### src/sv/co2m_pkg.sv
// Shared types and constants for the CO2 level hysteresis monitor.
package co2m_pkg;

    typedef logic [1:0] t_level;

    localparam t_level LVL_OK   = 2'd0;
    localparam t_level LVL_WARN = 2'd1;
    localparam t_level LVL_ERR  = 2'd2;

    localparam int CFG_IDX_W  = 2;
    localparam int CFG_DATA_W = 16;

    typedef logic [CFG_IDX_W-1:0] t_cfg_idx;

    localparam t_cfg_idx CFG_HIGH_THR = 2'd0;
    localparam t_cfg_idx CFG_MID_THR  = 2'd1;
    localparam t_cfg_idx CFG_LOW_THR  = 2'd2;
    localparam t_cfg_idx CFG_QUALIFY  = 2'd3;

    localparam logic [15:0] RST_HIGH_THR = 16'd1000;
    localparam logic [15:0] RST_MID_THR  = 16'd850;
    localparam logic [15:0] RST_LOW_THR  = 16'd750;
    localparam logic [7:0]  RST_QUALIFY  = 8'd10;
    localparam logic [7:0]  RST_DOWN_CNT = 8'd10;

    // Frame positions of the concentration bytes.
    localparam int POS_HIGH_BYTE = 2;
    localparam int POS_LOW_BYTE  = 3;

    typedef struct packed {
        logic [15:0] high_thr;
        logic [15:0] mid_thr;
        logic [15:0] low_thr;
        logic [7:0]  qualify;
    } t_cfg;

    typedef struct packed {
        logic [15:0] ppm;
        logic        level_changed;
        t_level      new_level;
        logic        rising;
    } t_result;

endpackage

### src/sv/co2m_byte_if.sv
// Request channel that carries one received sensor byte.
interface co2m_byte_if;
    logic       valid;
    logic       ready;
    logic [7:0] rx_byte;

    modport source (output valid, output rx_byte, input ready);
    modport sink   (input valid, input rx_byte, output ready);
endinterface

### src/sv/co2m_result_if.sv
// Request channel that carries one per-frame concentration and alarm result.
interface co2m_result_if;
    logic              valid;
    logic              ready;
    logic [15:0]       ppm;
    logic              level_changed;
    co2m_pkg::t_level  new_level;
    logic              rising;

    modport source (output valid, output ppm, output level_changed,
                    output new_level, output rising, input ready);
    modport sink   (input valid, input ppm, input level_changed,
                    input new_level, input rising, output ready);
endinterface

### src/sv/co2m_frame.sv
// Frame assembler: counts bytes and registers the concentration of each frame.
module co2m_frame #(
    parameter int FRAME_BYTES = 9
) (
    input  logic        i_clk,
    input  logic        i_rst_n,
    input  logic        i_acc,
    input  logic [7:0]  i_byte,
    input  logic        i_take,
    output logic        o_valid,
    output logic [15:0] o_ppm
);

    localparam int                CNT_W = $clog2(FRAME_BYTES);
    localparam logic [CNT_W-1:0]  LAST  = CNT_W'(FRAME_BYTES - 1);
    localparam logic [CNT_W-1:0]  P_HI  = CNT_W'(co2m_pkg::POS_HIGH_BYTE);
    localparam logic [CNT_W-1:0]  P_LO  = CNT_W'(co2m_pkg::POS_LOW_BYTE);

    logic [CNT_W-1:0] r_cnt, n_cnt;
    logic [7:0]       r_hi, n_hi;
    logic [7:0]       r_lo, n_lo;
    logic             r_vld, n_vld;
    logic [15:0]      r_ppm, n_ppm;
    logic             last;

    assign last = (r_cnt == LAST);

    always_comb begin
        n_cnt = r_cnt;
        n_hi  = r_hi;
        n_lo  = r_lo;
        n_vld = r_vld;
        n_ppm = r_ppm;
        if (i_take) begin
            n_vld = 1'b0;
        end
        if (i_acc) begin
            if (r_cnt == P_HI) begin
                n_hi = i_byte;
            end
            if (r_cnt == P_LO) begin
                n_lo = i_byte;
            end
            if (last) begin
                n_cnt = '0;
                n_vld = 1'b1;
                // The low byte may be the last byte of a short frame.
                n_ppm = {r_hi, n_lo};
            end else begin
                n_cnt = r_cnt + 1'b1;
            end
        end
    end

    always_ff @(posedge i_clk) begin
        if (!i_rst_n) begin
            r_cnt <= '0;
            r_vld <= 1'b0;
        end else begin
            r_cnt <= n_cnt;
            r_vld <= n_vld;
        end
        r_hi  <= n_hi;
        r_lo  <= n_lo;
        r_ppm <= n_ppm;
    end

    assign o_valid = r_vld;
    assign o_ppm   = r_ppm;

`ifndef SYNTHESIS
    a_cnt_range: assert property (@(posedge i_clk) disable iff (!i_rst_n)
        r_cnt <= LAST)
        else $error("frame byte counter left its range");
    a_frame_end: assert property (@(posedge i_clk) disable iff (!i_rst_n)
        (i_acc && last) |=> (r_vld && r_cnt == '0))
        else $error("frame end did not raise a request");
`endif

endmodule

### src/sv/co2m_alarm.sv
// Alarm level tracker with qualifying counters and the result register.
module co2m_alarm (
    input  logic                i_clk,
    input  logic                i_rst_n,
    input  co2m_pkg::t_cfg      i_cfg,
    input  logic                i_valid,
    input  logic [15:0]         i_ppm,
    output logic                o_ready,
    output logic                o_valid,
    output co2m_pkg::t_result   o_res,
    input  logic                i_ready
);

    co2m_pkg::t_level  r_lvl, n_lvl;
    logic [7:0]        r_up, n_up;
    logic [7:0]        r_dn, n_dn;
    logic              r_ovld, n_ovld;
    co2m_pkg::t_result r_res, n_res;

    logic       take;
    logic       band_hi, band_mid, band_lo;
    logic       up_inc, dn_inc, up_hit, dn_hit, changed;
    logic [7:0] up_next, dn_next;
    co2m_pkg::t_level target;

    assign o_ready = !r_ovld || i_ready;
    assign take    = i_valid && o_ready;

    always_comb begin
        band_hi  = i_ppm > i_cfg.high_thr;
        band_mid = !band_hi && (i_ppm > i_cfg.mid_thr);
        band_lo  = !band_hi && !band_mid && (i_ppm < i_cfg.low_thr);

        up_inc = (band_hi && r_lvl != co2m_pkg::LVL_ERR)
              || (band_mid && r_lvl == co2m_pkg::LVL_OK);
        dn_inc = (band_mid && r_lvl == co2m_pkg::LVL_ERR)
              || (band_lo && r_lvl == co2m_pkg::LVL_WARN);

        // A counter already at or past the qualify count stays put.
        up_inc  = up_inc && (r_up < i_cfg.qualify);
        dn_inc  = dn_inc && (r_dn < i_cfg.qualify);
        up_next = r_up + 8'd1;
        dn_next = r_dn + 8'd1;
        up_hit  = up_inc && (up_next == i_cfg.qualify);
        dn_hit  = dn_inc && (dn_next == i_cfg.qualify);
        changed = up_hit || dn_hit;

        priority if (band_hi) begin
            target = co2m_pkg::LVL_ERR;
        end else if (band_mid) begin
            target = co2m_pkg::LVL_WARN;
        end else begin
            target = co2m_pkg::LVL_OK;
        end

        n_lvl  = r_lvl;
        n_up   = r_up;
        n_dn   = r_dn;
        n_res  = r_res;
        n_ovld = r_ovld && !i_ready;
        if (take) begin
            n_ovld = 1'b1;
            if (changed) begin
                n_lvl = target;
                n_up  = '0;
                n_dn  = '0;
            end else begin
                if (up_inc) begin
                    n_up = up_next;
                end
                if (dn_inc) begin
                    n_dn = dn_next;
                end
            end
            n_res.ppm           = i_ppm;
            n_res.level_changed = changed;
            n_res.new_level     = changed ? target : r_lvl;
            n_res.rising        = up_hit;
        end
    end

    always_ff @(posedge i_clk) begin
        if (!i_rst_n) begin
            r_lvl  <= co2m_pkg::LVL_OK;
            r_up   <= '0;
            r_dn   <= co2m_pkg::RST_DOWN_CNT;
            r_ovld <= 1'b0;
        end else begin
            r_lvl  <= n_lvl;
            r_up   <= n_up;
            r_dn   <= n_dn;
            r_ovld <= n_ovld;
        end
        r_res <= n_res;
    end

    assign o_valid = r_ovld;
    assign o_res   = r_res;

`ifndef SYNTHESIS
    a_lvl_legal: assert property (@(posedge i_clk) disable iff (!i_rst_n)
        r_lvl <= co2m_pkg::LVL_ERR)
        else $error("alarm level holds an unused code");
    a_change_clears: assert property (@(posedge i_clk) disable iff (!i_rst_n)
        (take && changed) |=> (r_up == '0 && r_dn == '0 && r_lvl == r_res.new_level))
        else $error("level change did not clear the counters");
    a_rise_flag: assert property (@(posedge i_clk) disable iff (!i_rst_n)
        (r_ovld && r_res.rising) |-> r_res.level_changed)
        else $error("rising flag without a level change");
`endif

endmodule

### src/sv/co2_level_hysteresis_monitor.sv
// Top level of the CO2 level hysteresis monitor: config registers and the two stages.
//
// Usage: the i_rx channel takes one byte from the sensor serial link per request.
// Every FRAME_BYTES bytes make one frame; no start byte or checksum is checked.
// Bytes 2 and 3 of each frame form ppm = byte2 * 256 + byte3.
// For each frame the o_res channel delivers one request: the ppm, the alarm
// level after the frame (0 ok, 1 warning, 2 error), and, when the level moved,
// level_changed together with the direction in rising.
// The level moves only after qualify_count qualifying frames, which need not be
// consecutive; frames outside a band leave the up and down counters untouched.
// Throughput is one byte per cycle while i_rx.ready is high. The result of a
// frame passes from its last byte to the frame register and then to the result
// register. When the receiver stalls, the result register holds its request and
// the frame register can still hold one more frame; only when both are full is
// i_rx.ready dropped. Reset (i_rst_n low at a clock edge) restores the default
// thresholds and qualify count, clears the byte position, sets the level to ok,
// the up counter to zero and the down counter to ten. The config port writes
// one register per cycle at i_cfg_we. The user must write only while idle; the
// block itself does not enforce it.
module co2_level_hysteresis_monitor #(
    parameter int FRAME_BYTES = 9
) (
    input  logic                              i_clk,
    input  logic                              i_rst_n,
    input  logic                              i_cfg_we,
    input  logic [co2m_pkg::CFG_IDX_W-1:0]    i_cfg_idx,
    input  logic [co2m_pkg::CFG_DATA_W-1:0]   i_cfg_wdata,
    co2m_byte_if.sink                         i_rx,
    co2m_result_if.source                     o_res
);

    co2m_pkg::t_cfg    r_cfg, n_cfg;
    co2m_pkg::t_result res;
    logic              frm_valid;
    logic [15:0]       frm_ppm;
    logic              alm_ready;
    logic              rx_acc;
    logic              frm_take;

    // Configuration registers; every index of the port maps to a register.
    always_comb begin
        n_cfg = r_cfg;
        if (i_cfg_we) begin
            unique case (i_cfg_idx)
                co2m_pkg::CFG_HIGH_THR: n_cfg.high_thr = i_cfg_wdata;
                co2m_pkg::CFG_MID_THR:  n_cfg.mid_thr  = i_cfg_wdata;
                co2m_pkg::CFG_LOW_THR:  n_cfg.low_thr  = i_cfg_wdata;
                co2m_pkg::CFG_QUALIFY:  n_cfg.qualify  = i_cfg_wdata[7:0];
                default:                n_cfg          = r_cfg;
            endcase
        end
    end

    always_ff @(posedge i_clk) begin
        if (!i_rst_n) begin
            r_cfg.high_thr <= co2m_pkg::RST_HIGH_THR;
            r_cfg.mid_thr  <= co2m_pkg::RST_MID_THR;
            r_cfg.low_thr  <= co2m_pkg::RST_LOW_THR;
            r_cfg.qualify  <= co2m_pkg::RST_QUALIFY;
        end else begin
            r_cfg <= n_cfg;
        end
    end

    // A byte is taken whenever the frame register is empty or drains this cycle.
    assign i_rx.ready = !frm_valid || alm_ready;
    assign rx_acc     = i_rx.valid && i_rx.ready;
    assign frm_take   = frm_valid && alm_ready;

    co2m_frame #(
        .FRAME_BYTES (FRAME_BYTES)
    ) u_frame (
        .i_clk   (i_clk),
        .i_rst_n (i_rst_n),
        .i_acc   (rx_acc),
        .i_byte  (i_rx.rx_byte),
        .i_take  (frm_take),
        .o_valid (frm_valid),
        .o_ppm   (frm_ppm)
    );

    co2m_alarm u_alarm (
        .i_clk   (i_clk),
        .i_rst_n (i_rst_n),
        .i_cfg   (r_cfg),
        .i_valid (frm_valid),
        .i_ppm   (frm_ppm),
        .o_ready (alm_ready),
        .o_valid (o_res.valid),
        .o_res   (res),
        .i_ready (o_res.ready)
    );

    assign o_res.ppm           = res.ppm;
    assign o_res.level_changed = res.level_changed;
    assign o_res.new_level     = res.new_level;
    assign o_res.rising        = res.rising;

endmodule

### src/flat_wrapper.sv
// flat-port wrapper written by rule: the top's interface ports become plain ports
module co2_level_hysteresis_monitor_flat 
#(
    parameter int FRAME_BYTES = 9
)
  (i_clk, i_rst_n, i_cfg_we, i_cfg_idx, i_cfg_wdata, i_rx_valid, i_rx_rx_byte, i_rx_ready, o_res_valid, o_res_ppm, o_res_level_changed, o_res_new_level, o_res_rising, o_res_ready);
  co2m_byte_if i_rx_i ();
  co2m_result_if o_res_i ();
  input  logic i_clk;
  input  logic i_rst_n;
  input  logic i_cfg_we;
  input  logic [co2m_pkg::CFG_IDX_W-1:0] i_cfg_idx;
  input  logic [co2m_pkg::CFG_DATA_W-1:0] i_cfg_wdata;
  input wire logic [$bits(i_rx_i.valid)-1:0] i_rx_valid;
  input wire logic [$bits(i_rx_i.rx_byte)-1:0] i_rx_rx_byte;
  output wire logic [$bits(i_rx_i.ready)-1:0] i_rx_ready;
  output wire logic [$bits(o_res_i.valid)-1:0] o_res_valid;
  output wire logic [$bits(o_res_i.ppm)-1:0] o_res_ppm;
  output wire logic [$bits(o_res_i.level_changed)-1:0] o_res_level_changed;
  output wire logic [$bits(o_res_i.new_level)-1:0] o_res_new_level;
  output wire logic [$bits(o_res_i.rising)-1:0] o_res_rising;
  input wire logic [$bits(o_res_i.ready)-1:0] o_res_ready;
  assign i_rx_i.valid = i_rx_valid;
  assign i_rx_i.rx_byte = i_rx_rx_byte;
  assign i_rx_ready = i_rx_i.ready;
  assign o_res_valid = o_res_i.valid;
  assign o_res_ppm = o_res_i.ppm;
  assign o_res_level_changed = o_res_i.level_changed;
  assign o_res_new_level = o_res_i.new_level;
  assign o_res_rising = o_res_i.rising;
  assign o_res_i.ready = o_res_ready;
  co2_level_hysteresis_monitor #(.FRAME_BYTES(FRAME_BYTES)) u_core (.i_clk(i_clk), .i_rst_n(i_rst_n), .i_cfg_we(i_cfg_we), .i_cfg_idx(i_cfg_idx), .i_cfg_wdata(i_cfg_wdata), .i_rx(i_rx_i), .o_res(o_res_i));
endmodule
### config.mk
export PLATFORM = sky130hd
export DESIGN_NAME = co2_level_hysteresis_monitor_flat
export DESIGN_NICKNAME = d
export VERILOG_FILES = /design/src/sv/co2m_pkg.sv /design/src/sv/co2m_byte_if.sv /design/src/sv/co2m_result_if.sv /design/src/sv/co2m_frame.sv /design/src/sv/co2m_alarm.sv /design/src/sv/co2_level_hysteresis_monitor.sv /design/src/flat_wrapper.sv
export SDC_FILE = /design/constraint.sdc
export NUM_CORES = 1
export LEC_CHECK = 0
export ABC_CLOCK_PERIOD_IN_PS = 7300
export BUFFER_PORTS_ARGS = -buffer_cell sky130_fd_sc_hd__buf_2
export CORE_AREA = 2 2 98 170
export DETAILED_ROUTE_END_ITERATION = 10
export DIE_AREA = 0 0 100 172
export MAX_ROUTING_LAYER = met4
export PLACE_DENSITY = 0.63
export SYNTH_ARGS = -nofsm -noshare
export SYNTH_HDL_FRONTEND = slang
export SYNTH_HIERARCHICAL = 1
export SYNTH_SLANG_ARGS = --single-unit
### constraint.sdc
create_clock -name i_clk -period 7.3 [get_ports i_clk]
set_input_delay 1.095 -clock i_clk [delete_from_list [all_inputs] [get_ports i_clk]]
set_output_delay 1.095 -clock i_clk [all_outputs]
set_load 0.02 [all_outputs]
# Word level (Yosys, flattened, before mapping)
# Index checks and enable logic that the tools add are counted.
# op_classes
add_sub_neg	3
n_reduce_logical	36
mux	13
magnitude_cmp	5
eq_ne	11
# ops
operator	n
8-bit 2-to-1 mux	5
16-bit greater-than comparator	2
8-bit by 1-bit adder with 8-bit output (second input constant)	2
8-bit == test	2
16-bit < comparator	1
8-bit < comparator	2
2-bit AND reduction	8
1-bit logical AND	14
4-bit by 2-bit == test with 1-bit output (second input constant)	2
2-bit == test (second input constant)	3
1-bit zero test	5
1-bit logical OR	5
1-bit 2-to-1 mux	5
4-bit by 1-bit adder with 4-bit output (second input constant)	1
2-bit by 1-bit == test with 1-bit output (second input constant)	2
4-bit == test (second input constant)	1
2-bit zero test	2
2-bit 2-to-1 mux	2
4-bit 2-to-1 mux	1
2-bit nonzero test	2
2-bit inequality test (second input constant)	1
# word_totals
wordCells	85
reg_bits	132
output_inout_bits	22
in_bits	31

# Depth between registers and ports, before layout
# Gate-level depths: netlist of the first run.
# depth
word_depth	13
ltp_mapped	12
mapped_depth_nobuf	11

# Cells and area by module
# Netlist of the first run, hierarchy kept.
# by_module_without_submodules
module	instances	area_each_um2	cells_per_inst
co2m_alarm	1	3439.5	399
co2_level_hysteresis_monitor	1	2209.6	218
co2m_frame	1	1321.3	69

# Worst setup path after synthesis of the first run
# No wires, ideal clock.
# synth_path
path_type	input to register
startpoint	in o_res_ready
endpoint	reg u_core.u_frame.r_hi[0], enable pin
t_required_ps	6917
n_path_buf	1
slack_ps	4189
t_arrival_ps	2728
stages	6
cell_sequence	nand2b_1 -> nand2b_1 -> and2_1 -> clkbuf_1 -> nand2_1 -> nor3_1
# synth_between
elab_chain_cells	4
# synth_rtl
item	line_no	text
from (decl)	flat_wrapper.sv:22	input wire logic [$bits(o_res_i.ready)-1:0] o_res_ready;
1-bit logical OR	co2m_alarm.sv:26	assign o_ready = !r_ovld || i_ready;
1-bit logical OR	co2_level_hysteresis_monitor.sv:66	assign i_rx.ready = !frm_valid || alm_ready;
named net i_rx_ready	flat_wrapper.sv:16	output wire logic [$bits(i_rx_i.ready)-1:0] i_rx_ready;
1-bit logical AND	co2_level_hysteresis_monitor.sv:67	assign rx_acc = i_rx.valid && i_rx.ready;
named net u_core.rx_acc	co2_level_hysteresis_monitor.sv:37	logic rx_acc;
2-bit AND reduction (no source line)	--	
to (signal assigned)	co2m_frame.sv:63	r_hi <= n_hi;
to (decl)	co2m_frame.sv:20	logic [7:0] r_hi, n_hi;
# The timed path passes the listed nets, and every way through them passes these cells.
# A chain may end at the register's enable or synchronous reset.

# Worst setup path in the final report of the first run
# layout_path
startpoint	reg u_core.u_frame.r_ppm[15] (netlist: u_core/u_frame/o_ppm[15])
endpoint	reg u_core.u_alarm.r_up[7]
# layout_between
elab_chain_cells	13
# layout_rtl
item	line_no	text
from (decl)	co2m_frame.sv:23	logic [15:0] r_ppm, n_ppm;
from (signal assigned)	co2m_frame.sv:65	r_ppm <= n_ppm;
16-bit greater-than comparator	co2m_alarm.sv:30	band_hi = i_ppm > i_cfg.high_thr;
1-bit zero test	co2m_alarm.sv:31, co2m_alarm.sv:32	
1-bit logical AND	co2m_alarm.sv:31	band_mid = !band_hi && (i_ppm > i_cfg.mid_thr);
1-bit zero test	co2m_alarm.sv:32	band_lo = !band_hi && !band_mid && (i_ppm < i_cfg.low_thr);
1-bit logical AND (2 in a row)	co2m_alarm.sv:32	
1-bit logical AND	co2m_alarm.sv:37	|| (band_lo && r_lvl == co2m_pkg::LVL_WARN);
1-bit logical OR	co2m_alarm.sv:37	
1-bit logical AND	co2m_alarm.sv:41	dn_inc = dn_inc && (r_dn < i_cfg.qualify);
1-bit logical AND	co2m_alarm.sv:45	dn_hit = dn_inc && (dn_next == i_cfg.qualify);
1-bit logical OR	co2m_alarm.sv:46	changed = up_hit || dn_hit;
2-bit nonzero test (no source line)	--	
2-bit AND reduction (no source line)	--	
to (signal assigned)	co2m_alarm.sv:90	r_up <= n_up;
to (decl)	co2m_alarm.sv:15	logic [7:0] r_up, n_up;
# Several ways; a longest one is shown, not always the timed one.

==> results of run 1 <==
-- cell usage after synthesis, drive strengths merged (5+ instances only) --
| cell type | number | area (um2) |
|---|---|---|
| and2 | 5 | 31.3 |
| o211ai | 6 | 45.0 |
| o31ai | 5 | 37.5 |
| mux2 | 8 | 90.1 |
| clkbuf | 10 | 37.5 |
| buf | 10 | 65.1 |
| dfxtp | 80 | 1600 |
| mux2i | 56 | 561 |
| edfxtp | 52 | 1560 |
| ha | 68 | 851 |
| nand4 | 9 | 56.3 |
| nand2b | 6 | 37.5 |
| nor4 | 5 | 46.3 |
| nor2b | 31 | 194 |
| nor3 | 11 | 55.1 |
| inv | 73 | 274 |
| nand3 | 13 | 65.1 |
| nor2 | 19 | 71.3 |
| xnor2 | 18 | 158 |
| o21ai | 29 | 145 |
| nand2 | 83 | 312 |
| xor2 | 11 | 96.3 |
| a21oi | 29 | 145 |
-- worst paths after layout --
kind | end | cells past startpoint
worst max-delay path | u_core/u_alarm/r_up[7] | 10
worst min-delay path | u_core/u_frame/o_ppm[9] | 0
worst max register to register | u_core/u_alarm/r_up[7] | 10
worst min register to register | u_core/u_frame/o_ppm[9] | 0
-- layer usage --
metal,share of wire (%),vias to the layer above
met4,2.8,0
met3,2.2,35
met2,58,92
li1,-,2515
met1,37,2493
met5,0,-
-- cells by family (layout without fill, tap and decap cells) --
logic type / count (synthesis) / in the layout / synth area share (%)
buf+inv: 93 / 158 / 5.40
simple gates: 208 / 208 / 15.7
mux: 64 / 64 / 9.33
compound gates: 92 / 92 / 8.38
flops: 132 / 132 / 45.4
xor+xnor: 29 / 29 / 3.64
fa+ha+maj: 68 / 68 / 12.2
-- sequential cells by signal, summed over array words and instances (netlist names), 2 cells and up --
name,cells
u_core/r_cfg,56
u_core/u_alarm/o_res,20
u_core/u_alarm/r_dn,8
u_core/u_alarm/r_lvl,2
u_core/u_alarm/r_up,8
u_core/u_frame/o_ppm,16
u_core/u_frame/r_cnt,4
u_core/u_frame/r_hi,8
u_core/u_frame/r_lo,8
-- stage by stage --
step / hold WS, ns / util (%) / setup WS, ns / cells
floorplan: 0.400 / - / 4.19 / 686
global placement: 0.400 / 46.4 / 4.01 / 908
detailed placement: 0.406 / 46.4 / 3.91 / 908
CTS: 0.422 / 50.2 / 4.07 / 940
global route: 0.441 / 50.2 / 3.80 / 940
finish: 0.420 / 50.2 / 4.03 / 940
-- layout make-up --
class | count | area share, %
Multi-Input combinational cell | 461 | 43.0
Sequential cell | 132 | 39.7
Clock buffer | 20 | 6.13
Inverter | 73 | 3.44
Timing Repair Buffer | 53 | 3.36
Tap cell | 189 | 2.97
Clock inverter | 12 | 1.43
-- where the power goes --
group          switching, mW  internal, mW  leakage, nW
Sequential            0.0110         0.781         1.13
Clock                  0.330         0.522        0.292
Combinational         0.0612        0.0428         2.01
Total                  0.403          1.35         3.44
==> key figures, run 1 <==
Run status
  – Status: finished, final reports clean

Die
  – Core Area: roughly 0.016 mm2
  – Die height: 172 um
  – Die span in x: about 100 um
  – Rows: 61
  – Initial core utilization: 43.9%
  – # IOs: 53
  – DIE AREA: 0.0172 mm2

Setup path
  – Critical Path Fanout Max: 5
  – Reg2reg start: u_core/u_frame/o_ppm[15]
  – Slowest cell on the critical path: nor4b_1
  – Arr. time, crit path: roughly 3.6 ns
  – Worst path bufs/invs: 0
  – Startpoint Class: register
  – Worst setup EP type: register
  – Critical Path Source: u_core/u_frame/o_ppm[15]
  – Crit Path Class: register to register
  – Most used cell, CP: o31ai_1
  – WP data required: approximately 7.6 ns
  – Worst-path cell chain: ha_1 -> nand2_1 -> nor4_1 -> o31ai_1 -> a21oi_1 -> a211oi_2 -> nor4b_1 -> and2_1 -> o21ai_0 -> o31ai_1
  – Delay-heaviest family, CP: simple AND/OR/NAND/NOR gates
  – R2r setup slk: just over 4 ns
  – Worst stage delay on the critical path: between 0.7 and 0.8 ns

STA
  – Final Hold Viols: 0
  – TNS Setup: 0 ns
  – FMAX: a little over 300 MHz
  – Period utilization: between 40% and 50%
  – Endpoints failing setup: 0
  – Clock Skew: 0.00952 ns
  – Tmin final: around 3.3 ns
  – RSZ-0062 raised after global routing: no
  – Relative slew slack: about a quarter
  – Max-slew violations: 0
  – Slew @ Worst Pin: 1.14 ns

Yosys
  – Mapped Cells: ~690
  – Number of synthesized flops with an enable pin: 52
  – FF+latch count, synth: ~130
  – Distinct cells, synth: 53
  – Mapped cell area: 0.00697 mm2
  – Syn. warnings: 6
  – Post-Syn Nets: a little under 800
  – Synth Area per Inst: around 10 um2
  – Register area share after synthesis: between 40% and 50%
  – Asr flop ratio synth: 0%
  – Synth Flop Type: dfxtp_1

Global routing
  – Met1 GRT Util: a little over a fifth
  – Tot GR Track Use: between 20 and 25%
  – Total grt overflow: 0
  – First-pass GRT wire length: between 20000 and 30000 um
  – GR Layer Usage met2: 42.2%
  – Met3 GRT Util: 3.40%
  – Number of global-route vias before repair: 5334
  – Grt peak-use layer: met2
  – Initial antenna violation count: 0
  – Largest net degree at the start of global routing: 68

Clocking
  – Hold-fix buffers, CTS: 0
  – CTS root buf: clkbuf_16
  – TritonCTS buffer count: 17
  – CTS tree: yes
  – Clock sinks: 132
  – CTS clk-pin slew, worst paths: about 0.06 ns
  – Post-CTS Resized: 0
  – CTS Buffer Depth: 2
  – H-tree Lvls: 4
  – Later-pin clock latency in the skew report: about 0.42 ns
  – Number of setup buffers added after CTS: 0

Placement
  – Post-DP HPWL: 13600 um
  – GPL Wtd Cong: between 0.9 and 1
  – Area after DPL: around 0.0074 mm2
  – I/O Buffers: 52

Job
  – Max cap viols: 0

Cells and area
  – Ant diodes: 0
  – Most frequent cells in the layout: nand2_1, dfxtp_1, inv_1
  – Sequential standard cell area: 0.00316 mm2
  – # fillers: 1484
  – Commonest non-fill, non-tap cell in the layout: nand2_1
  – Layout cells sized above 1: between 10% and 20%
  – Multi-input logic area: between 0.003 and 0.004 mm2
  – Final instance area: roughly 0.008 mm2
  – Area Overhead vs Synth: 14.4%
  – Final nets: between 800 and 900

Power and ir drop
  – PD cells: between 200 and 250 mW/mm2
  – VDD IR max: roughly 0.16 mV
  – Design Power: 1.75 mW
  – P_leak: around 3.4 nW

Worst hold path
  – Hold_sp: u_core/u_frame/r_hi[1]
  – Worst Hold Class: register to register

Route
  – WL per Instance: about 19 um
  – Via count: roughly 5100
  – WL final: about 17000 um
  – Initial drt markers: between 200 and 250
  – Remaining DRCs: 0
  – DR pass1 iterations: 5
  – Vias/cell: 5.46
  – Post-DRT Antenna Nets: 0
Power figures use the tool's default switching activity.
==> inputs of run 2 (changes only) <==
--- a/config.mk
+++ b/config.mk
@@ -5,13 +5,13 @@
 export SDC_FILE = /design/constraint.sdc
 export NUM_CORES = 1
 export LEC_CHECK = 0
-export ABC_CLOCK_PERIOD_IN_PS = 7300
+export ABC_CLOCK_PERIOD_IN_PS = 2750
 export BUFFER_PORTS_ARGS = -buffer_cell sky130_fd_sc_hd__buf_2
 export CORE_AREA = 2 2 98 170
 export DETAILED_ROUTE_END_ITERATION = 10
 export DIE_AREA = 0 0 100 172
 export MAX_ROUTING_LAYER = met4
-export PLACE_DENSITY = 0.63
+export PLACE_DENSITY = 0.66
 export SYNTH_ARGS = -nofsm -noshare
 export SYNTH_HDL_FRONTEND = slang
 export SYNTH_HIERARCHICAL = 1
==> constraint.sdc (replaced) <==
create_clock -name i_clk -period 2.75 [get_ports i_clk]
set_input_delay 0.4125 -clock i_clk [delete_from_list [all_inputs] [get_ports i_clk]]
set_output_delay 0.4125 -clock i_clk [all_outputs]
set_load 0.02 [all_outputs]
==> run 2 against run 1 <==
  * Worst hold slack lost 0.23 ns
  * Flip-flop and latch count is the same
  * Via count grew 9.0%
  * Design area grew 12%
  * Power grew to 2.6 times the previous value
  * Critical path depth grew 2
  * The run now ends with setup timing left
  * Largest power group unchanged
  * Critical path type unchanged
==> key figures, run 2 (synthesized netlist as in run 1, its figures left out) <==
Setup path
  – Reg2reg start: u_core/u_frame/o_ppm[5] (was u_core/u_frame/o_ppm[15])
  – R2r setup slk: -0.16 ns (was 4.03 ns)
  – Arr. time, crit path: 3.18 ns (was 3.60 ns)
  – WP data required: 3.03 ns (was 7.63 ns)
  – Critical Path Fanout Max: 8 (was 5)
  – Reg2Reg Depth: 12 (was 10)
  – Startpoint Class: register (unchanged)
  – Crit Path Class: register to register (unchanged)
  – Worst setup EP type: register (unchanged)
  – Reg2reg end: u_core/u_alarm/r_lvl[1] (was u_core/u_alarm/r_up[7])

Global routing
  – Tot GR Track Use: 23.2% (was 22.0%)
  – Grt peak-use layer: met2 (unchanged)
  – Met1 GRT Util: 22.3% (was 21.9%)
  – Total grt overflow: 0 (unchanged)
  – Largest net degree at the start of global routing: 36 (was 68)
  – Initial antenna violation count: 0 (unchanged)
  – First-pass GRT wire length: 29300 um (was 27700 um)
  – Number of global-route vias before repair: 5859 (was 5334)
  – GR Layer Usage met2: 43.0% (was 42.2%)
  – Met3 GRT Util: 4.00% (was 3.40%)

Worst hold path
  – Worst Hold Class: input port to register (was register to register)
  – Hold_sp: i_rx_rx_byte[0] (was u_core/u_frame/r_hi[1])
  – Hold endpoint: u_core/u_frame/r_hi[0] (was u_core/u_frame/o_ppm[9])
  – Worst hold path depth: 1 (was 0)

Die
  – Rows: 61 (unchanged)
  – Initial core utilization: 43.9% (unchanged)
  – Die height: 172 um (unchanged)
  – # IOs: 53 (unchanged)
  – Core Area: 0.0159 mm2 (unchanged)
  – DIE AREA: 0.0172 mm2 (unchanged)
  – Die span in x: 100 um (unchanged)

Clocking
  – Later-pin clock latency in the skew report: 0.42 ns (about the same)
  – CTS root buf: clkbuf_16 (unchanged)
  – CTS clk-pin slew, worst paths: 0.06 ns (about the same)
  – CTS tree: yes (unchanged)
  – Clock sinks: 132 (unchanged)
  – TritonCTS buffer count: 17 (unchanged)
  – CTS Buffer Depth: 2 (unchanged)
  – Hold-fix buffers, CTS: 0 (unchanged)
  – H-tree Lvls: 4 (unchanged)

Placement
  – I/O Buffers: 52 (unchanged)
  – Post-DP HPWL: 14000 um (was 13600 um)
  – Area after DPL: 0.00792 mm2 (was 0.00737 mm2)
  – Cells after DPL: 981 (was 908)
  – GPL Wtd Cong: 0.915 (was 0.926)

Cells and area
  – Largest register FFs: 56 (unchanged)
  – Final Non-Filler Cells: 1028 (was 940)
  – Commonest non-fill, non-tap cell in the layout: buf_4 (was nand2_1)
  – Layout cells sized above 1: 27.3% (was 13.2%)
  – # fillers: 1326 (was 1484)
  – Most frequent cells in the layout: buf_4, dfxtp_1, nand2_1 (was nand2_1, dfxtp_1, inv_1)
  – Area Overhead vs Synth: 28.6% (was 14.4%)
  – Final nets: 925 (was 837)
  – Largest register by flop count: u_core/r_cfg (unchanged)
  – Final core occ: 56.5% (was 50.2%)
  – Ant diodes: 0 (unchanged)
  – Final instance area: 0.00896 mm2 (was 0.00798 mm2)

STA
  – Worst Slack Setup Final: -0.157 ns (was 4.03 ns)
  – RSZ-0062 raised after global routing: yes (was no)
  – Endpoints failing setup: 16 (was 0)
  – Clock Skew: 0.0100 ns (was 0.00952 ns)
  – Max-slew violations: 0 (unchanged)
  – FMAX: 344 MHz (was 306 MHz)
  – Final Hold Viols: 0 (unchanged)
  – Slew @ Worst Pin: 0.931 ns (was 1.14 ns)
  – Tmin final: 2.91 ns (was 3.27 ns)
  – Period utilization: 106% (was 44.8%)
  – Relative slew slack: 37.9% (was 23.8%)

Route
  – Remaining DRCs: 0 (unchanged)
  – Via count: 5595 (was 5135)
  – DR pass1 iterations: 5 (unchanged)
  – WL per Instance: 18.3 um (was 18.6 um)
  – Initial drt markers: 308 (was 245)
  – WL final: 18800 um (was 17500 um)
  – Vias/cell: 5.44 (was 5.46)
  – Post-DRT Antenna Nets: 0 (unchanged)

Power and ir drop
  – Clk pwr share: 47.3% (was 48.7%)
  – VDD IR max: 0.469 mV (was 0.164 mV)
  – Internal power: 3.53 mW (was 1.35 mW)
  – PD cells: 515 mW/mm2 (was 219 mW/mm2)
  – Reg power frac: 45.6% (was 45.3%)
  – Combinational power share: 7.1% (was 5.9%)
  – Sw Ratio: 23.5% (was 23.0%)
  – Switching power: 1.08 mW (was 403 uW)
  – P_leak: 3.93 nW (was 3.44 nW)

Job
  – Max cap viols: 0 (unchanged)

Run status
  – Failing checks: setup timing
  – Status: finished, violations left (was finished, final reports clean)
[run 2: cell type report]
type,count,area (um2),area share (%)
multi-input combinational,461,3770,42.1
inverter,73,274,3.06
clock buffer,20,467,5.21
sequential,132,3160,35.3
timing repair buffer,141,947,10.6
tap,189,236,2.64
clock inverter,12,105,1.17
[run 2: how the worst max path moves through the flow]
stage / to / start / cells after the start
after floorplan: u_core/u_alarm/r_dn[3] / u_core/u_alarm/r_up[0] / 9
after global placement: u_core/u_alarm/r_dn[4] / u_core/u_frame/o_ppm[15] / 12
final: u_core/u_alarm/r_lvl[1] / u_core/u_frame/o_ppm[5] / 12
after detailed placement: u_core/u_alarm/r_up[5] / u_core/u_frame/o_ppm[13] / 13
after CTS: u_core/u_alarm/r_dn[1] / u_core/u_frame/o_ppm[14] / 11
after global routing: u_core/u_alarm/r_dn[2] / u_core/u_frame/o_ppm[11] / 13
[run 2: power by group through the flow]
stage,Sequential [mW],Combinational (mW),Clock [mW]
floorplan,2.13,0.192,0
global placement,2.14,0.287,0
detailed placement,2.14,0.298,0
CTS,2.10,0.313,2.22
global route,2.11,0.358,2.31
finish,2.10,0.327,2.18
[run 2: critical path, cell delays in order (launching register included)]
cell       delay [ns]
edfxtp_1         0.42
buf_4            0.16
ha_1             0.28
nand4_1          0.18
buf_4            0.20
a21oi_2          0.17
o31a_1           0.28
a211oi_4         0.09
a2111oi_4        0.42
nor2_2           0.10
buf_6            0.15
o21ai_0          0.22
a21oi_1          0.10
[run 2: timing repair]
| item | 4_1_cts | 5_1_grt |
|---|---|---|
| pin swaps | 18 | 25 |
| resized for setup | 30 | 40 |
| endpoints found under the setup margin | 21 | 20 |
| endpoints found under the hold margin | 0 | 0 |
| setup buffers | 10 | 7 |
[run 2: metal layers]
metal | part of all wire (%) | up-vias
met4 | 4.8 | 0
met2 | 56 | 153
met1 | 36 | 2714
met3 | 3.5 | 57
li1 | - | 2671
met5 | 0 | -
[run 2: per-stage QoR]
step                      setup WS [ns]  TNS (ns)  hold slack, ns  power [mW]
after CTS                       -0.0338   -0.0797           0.181        4.63
after global placement           -0.249     -4.00           0.406        2.43
after detailed placement         -0.396     -7.05           0.409        2.44
after floorplan                  0.0307         0           0.400        2.33
final                            -0.157    -0.875           0.190        4.61
after global routing             -0.176     -2.51           0.189        4.77
